===== src/rtl/lpht_ram.sv =====
// ----------------------------------------------------------------------------
// lpht_ram: generic single-port-write, single-port-read RAM
// One write and one registered read per cycle; contents are not reset.
// ----------------------------------------------------------------------------
module lpht_ram #(
  parameter int unsigned WIDTH = 8,
  parameter int unsigned DEPTH = 64
) (
  input  logic                     clk_i,
  input  logic                     we_i,
  input  logic [$clog2(DEPTH)-1:0] waddr_i,
  input  logic [WIDTH-1:0]         wdata_i,
  input  logic [$clog2(DEPTH)-1:0] raddr_i,
  output logic [WIDTH-1:0]         rdata_o
);

  logic [WIDTH-1:0] mem_q [DEPTH];
  logic [WIDTH-1:0] rdata_q;

  always_ff @(posedge clk_i) begin
    if (we_i) begin
      mem_q[waddr_i] <= wdata_i;
    end
    rdata_q <= mem_q[raddr_i];
  end

  assign rdata_o = rdata_q;

endmodule


===== config.mk =====
export PLATFORM = sky130hd
export DESIGN_NAME = lpht_ram
export DESIGN_NICKNAME = d
export VERILOG_FILES = /design/src/rtl/lpht_ram.sv
export SDC_FILE = /design/constraint.sdc
export NUM_CORES = 1
export LEC_CHECK = 0
export BUFFER_PORTS_ARGS = -buffer_cell sky130_fd_sc_hd__buf_4
export CAP_MARGIN = 5
export CORE_MARGIN = 5
export CORE_UTILIZATION = 35
export DETAILED_ROUTE_END_ITERATION = 8
export PLACE_DENSITY = 0.51
export SYNTH_ARGS = -nofsm -noshare
export SYNTH_HDL_FRONTEND = slang
export SYNTH_SLANG_ARGS = --single-unit

===== constraint.sdc =====
create_clock -name clk_i -period 2.8 [get_ports clk_i]
set_clock_uncertainty 0.15 [all_clocks]
set_input_delay 0.14 -clock clk_i [delete_from_list [all_inputs] [get_ports clk_i]]
set_output_delay 0.14 -clock clk_i [all_outputs]
set_load 0.02 [all_outputs]

==> key figures <==
Yosys
  – Post-synth net total: 962
  – Ys async rst share: 0%
  – Average cell area after synthesis: 21.45 um^2
  – Synth Instances: 940
  – Yosys warning count: 0
  – Predominant post-synthesis flop cell: sky130_fd_sc_hd__edfxtp_1
  – Portion of synthesized cell area occupied by the leading cell type: 76.24%
  – Number of enable flip-flop cells after synthesis: 512
  – Register area share after synthesis: 77.03%
  – Library cell occupying the most area in the post-synthesis netlist: sky130_fd_sc_hd__edfxtp_1
  – Flop and latch count out of synthesis: 520
  – Ranking of synthesized cells by area: sky130_fd_sc_hd__edfxtp_1 (76%), sky130_fd_sc_hd__mux4_2 (14%), sky130_fd_sc_hd__nor2_1 (1.5%), sky130_fd_sc_hd__mux2i_1 (1.1%), sky130_fd_sc_hd__dfxtp_1 (0.79%)
  – Summed instance area of the synthesized netlist: 20170 um^2
  – Number of distinct library cells after synthesis: 40

Power and ir drop
  – Part of the power in combinational logic: 5.3%
  – Psw: 3.457 mW
  – Reg power frac: 52.1%
  – Leak Pwr: 7.540 nW
  – Net switching fraction of the power: 20.84%
  – Maximum vdd ir drop: 402.3 uV
  – Internal power consumption: 13.13 mW
  – Clock network fraction of design power: 42.6%
  – PwrDens: 699.1 nW/um^2

Placed design
  – Input/output buffers: 29
  – Setup slack after placement: 0.2451 ns
  – Post-place instance area: 21860 um^2
  – Final GP Congestion: 0.7554
  – DP Wirelength: 29800 um

Finish
  – Area added between synthesis and finish: 17.67%
  – Non-Filler Cell Area, Final: 23730 um^2
  – Number of nets at the end of the flow: 1110
  – Share of post-route cells with drive strength above 1: 30.44%
  – Filler instances: 4998
  – Total inserted antenna cells: 0

Drt
  – Post-route DRC violation count: 0
  – DR vias: 9728
  – Post-DR vias/cell: 5.134
  – Antenna-violating nets left: 0
  – DRT iter0 DRCs: 898
  – Total Wirelength: 47940 um
  – Number of detailed-routing iterations run before antenna repair: 5
  – Routed WL per cell: 25.30 um

CTS
  – H-Tree Level Count: 2
  – Latest clock arrival within the worst-skew pair: 0.59 ns
  – TritonCTS buffer count: 54
  – Clock-pin slew reported for the worst setup and hold paths after clock tree synthesis: 0.06 ns
  – Maximum number of buffers from clock root to sink: 3
  – CTS tree: done
  – CTS Root Cell: sky130_fd_sc_hd__clkbuf_16
  – Setup Buffers After CTS: 0
  – Sink count of the clock tree: 520

Worst setup path
  – Crit path capture type: flop
  – Crit path launch type: flop
  – Type of the worst setup path: flop to flop
  – Data arrival time of the critical path: 2.45 ns
  – Worst Path Max Fanout: 1
  – Required time at the worst-slack endpoint: 3.11 ns

Floorplanning
  – Starting density of the core: 35.16%
  – Placeable Area: 57370 um^2
  – DIE AREA: 62520 um^2
  – Die Span X: 250.0 um
  – Number of top-level pins: 30
  – Chip Height: 250.0 um
  – Row count: 88

Timing
  – Final Max Slew Viols: 0
  – Final Hold Vio Count: 16
  – RSZ-0062 raised after global routing: no
  – Final hold slack: -0.01867 ns
  – Post-layout worst setup margin: 0.6624 ns
  – Total negative setup slack: 0 ns
  – Relative slew slack: 47.66%
  – Period Utilization, post-route: 76.34%
  – Transition time at the pin with the least slew margin: 0.7851 ns
  – Min Clock Period, post-route: 2.138 ns
  – Achievable clock frequency: 467.8 MHz
  – Final setup violation count: 0

Global routing
  – First-pass GRT wire length: 71140 um
  – Initial antenna violation count: 1
  – Aggregate global-route resource usage: 15.34%
  – Maximum number of pins on one net before global-route repair: 65
  – Vias in the first global route: 10310
  – Total congestion overflow after global routing: 0

Run status
  – Result of the run: complete, but fails checks
  – Violated checks: negative hold slack

Worst hold path
  – HP Class: input pin to flop

Flow run
  – Max-cap violations: 0
-- worst max-delay path, stage by stage (launching register included) --
cell                       delay [ns]
sky130_fd_sc_hd__edfxtp_1        0.37
sky130_fd_sc_hd__mux4_2          0.47
sky130_fd_sc_hd__mux2_2          0.28
sky130_fd_sc_hd__o221a_2         0.30
sky130_fd_sc_hd__nor3_1          0.22
sky130_fd_sc_hd__buf_4           0.16
sky130_fd_sc_hd__o32ai_1         0.09
-- cell families (layout without fill, tap and decap cells) --
group | Yosys count | in the layout | synth area share, %
muxes | 162 | 162 | 15.94
and+or+nand+nor | 153 | 153 | 3.387
buffers and inverters | 51 | 241 | 1.570
AOI/OAI and AO/OA | 54 | 54 | 2.072
DFF | 520 | 520 | 77.03
-- state kept, by name, indices dropped and copies added (netlist names) --
| name | cells |
|---|---|
| rdata_o | 8 |
| mem_q | 512 |
-- final cells by class --
cell class | instances | area (um^2) | share of cell area (%)
Sequential cell | 520 | 15530 | 65.46
Clock inverter | 29 | 294.0 | 1.239
Multi-Input combinational cell | 369 | 4315 | 18.19
Timing Repair Buffer | 143 | 1190 | 5.014
Tap cell | 765 | 957.2 | 4.034
Clock buffer | 69 | 1439 | 6.063
-- final timing paths --
| check | cells after the start | slack (ns) | endpoint | start |
|---|---|---|---|---|
| min reg2reg | 3 | 0.72 | rdata_o[4] | mem_q[27][4] |
| max reg2reg | 6 | 0.66 | rdata_o[6] | mem_q[25][6] |
| max | 6 | 0.66 | rdata_o[6] | mem_q[25][6] |
| min | 1 | -0.02 | mem_q[56][4] | wdata_i[4] |
-- placed cells by master, fill, tap and decap left out, types with 3 or more instances in the layout --
cell,count
sky130_fd_sc_hd__clkinv_2,8
sky130_fd_sc_hd__nand3_1,13
sky130_fd_sc_hd__o2111ai_1,3
sky130_fd_sc_hd__a22oi_1,3
sky130_fd_sc_hd__clkbuf_16,55
sky130_fd_sc_hd__nor2_1,83
sky130_fd_sc_hd__buf_12,6
sky130_fd_sc_hd__dfxtp_1,8
sky130_fd_sc_hd__dlygate4sd3_1,14
sky130_fd_sc_hd__edfxtp_1,512
sky130_fd_sc_hd__nand3b_1,3
sky130_fd_sc_hd__a221oi_1,6
sky130_fd_sc_hd__nor2b_1,14
sky130_fd_sc_hd__o22ai_1,8
sky130_fd_sc_hd__clkbuf_1,13
sky130_fd_sc_hd__bufinv_16,6
sky130_fd_sc_hd__a211oi_1,4
sky130_fd_sc_hd__nand2b_1,7
sky130_fd_sc_hd__o2bb2ai_1,3
sky130_fd_sc_hd__buf_4,122
sky130_fd_sc_hd__mux2i_1,23
sky130_fd_sc_hd__nor3_1,7
sky130_fd_sc_hd__o221ai_1,8
sky130_fd_sc_hd__nand2_1,19
sky130_fd_sc_hd__a21oi_1,3
sky130_fd_sc_hd__mux4_2,126
sky130_fd_sc_hd__clkinv_1,11
sky130_fd_sc_hd__mux2_2,13
-- routing by layer --
layer  track usage, %  routed length, um  vias up
met3            2.584               2073       69
met5                0                 20        -
met2            25.09              23390      225
met4            4.007                914        2
li1                 -                  -     4219
met1            21.60              21540     5213
-- cells in the mapped netlist, drive strengths merged (2+ instances only) --
cell     count
mux4       126
mux2i       23
nand2b       7
nand3b       3
a2111oi      2
buf         34
nor4         2
nand4        2
edfxtp     512
a21oi        3
a211oi       4
mux2        13
o32ai        2
a22oi        3
clkbuf      17
nor2        83
nand3       13
nand2       19
dfxtp        8
o41ai        2
o2111ai      3
o2bb2ai      3
o22ai        8
o21a         2
o221ai       8
o221a        2
o21ai        4
nor2b       14
nor3         7
a221oi       6
-- power by group through the flow --
stage	sequential (mW)	clock [mW]	combinational, mW
after global routing	8.64	7.54	0.941
after detailed placement	8.81	0	0.883
after global placement	8.81	0	0.875
final	8.64	7.07	0.875
after floorplan	8.81	0	0.459
after CTS	8.64	7.24	0.900
-- through the flow --
stage	hold WS (ns)	power, mW	instances	utilization, %
after floorplan	0.08887	9.271	940	-
after global placement	0.3829	9.683	1783	38.10
after detailed placement	0.3851	9.692	1783	38.10
after CTS	0.0009598	16.79	1895	41.37
after global routing	0.004704	17.13	1895	41.37
final	-0.01867	16.59	1895	41.37
-- what timing repair did --
item                       in CTS  in global routing
hold endpoints to repair      336                  0
hold buffers                   14                  0
setup endpoints to repair       0                  0
gates resized for setup         0                  0
Note: power is estimated with default switching activity, not from simulation.
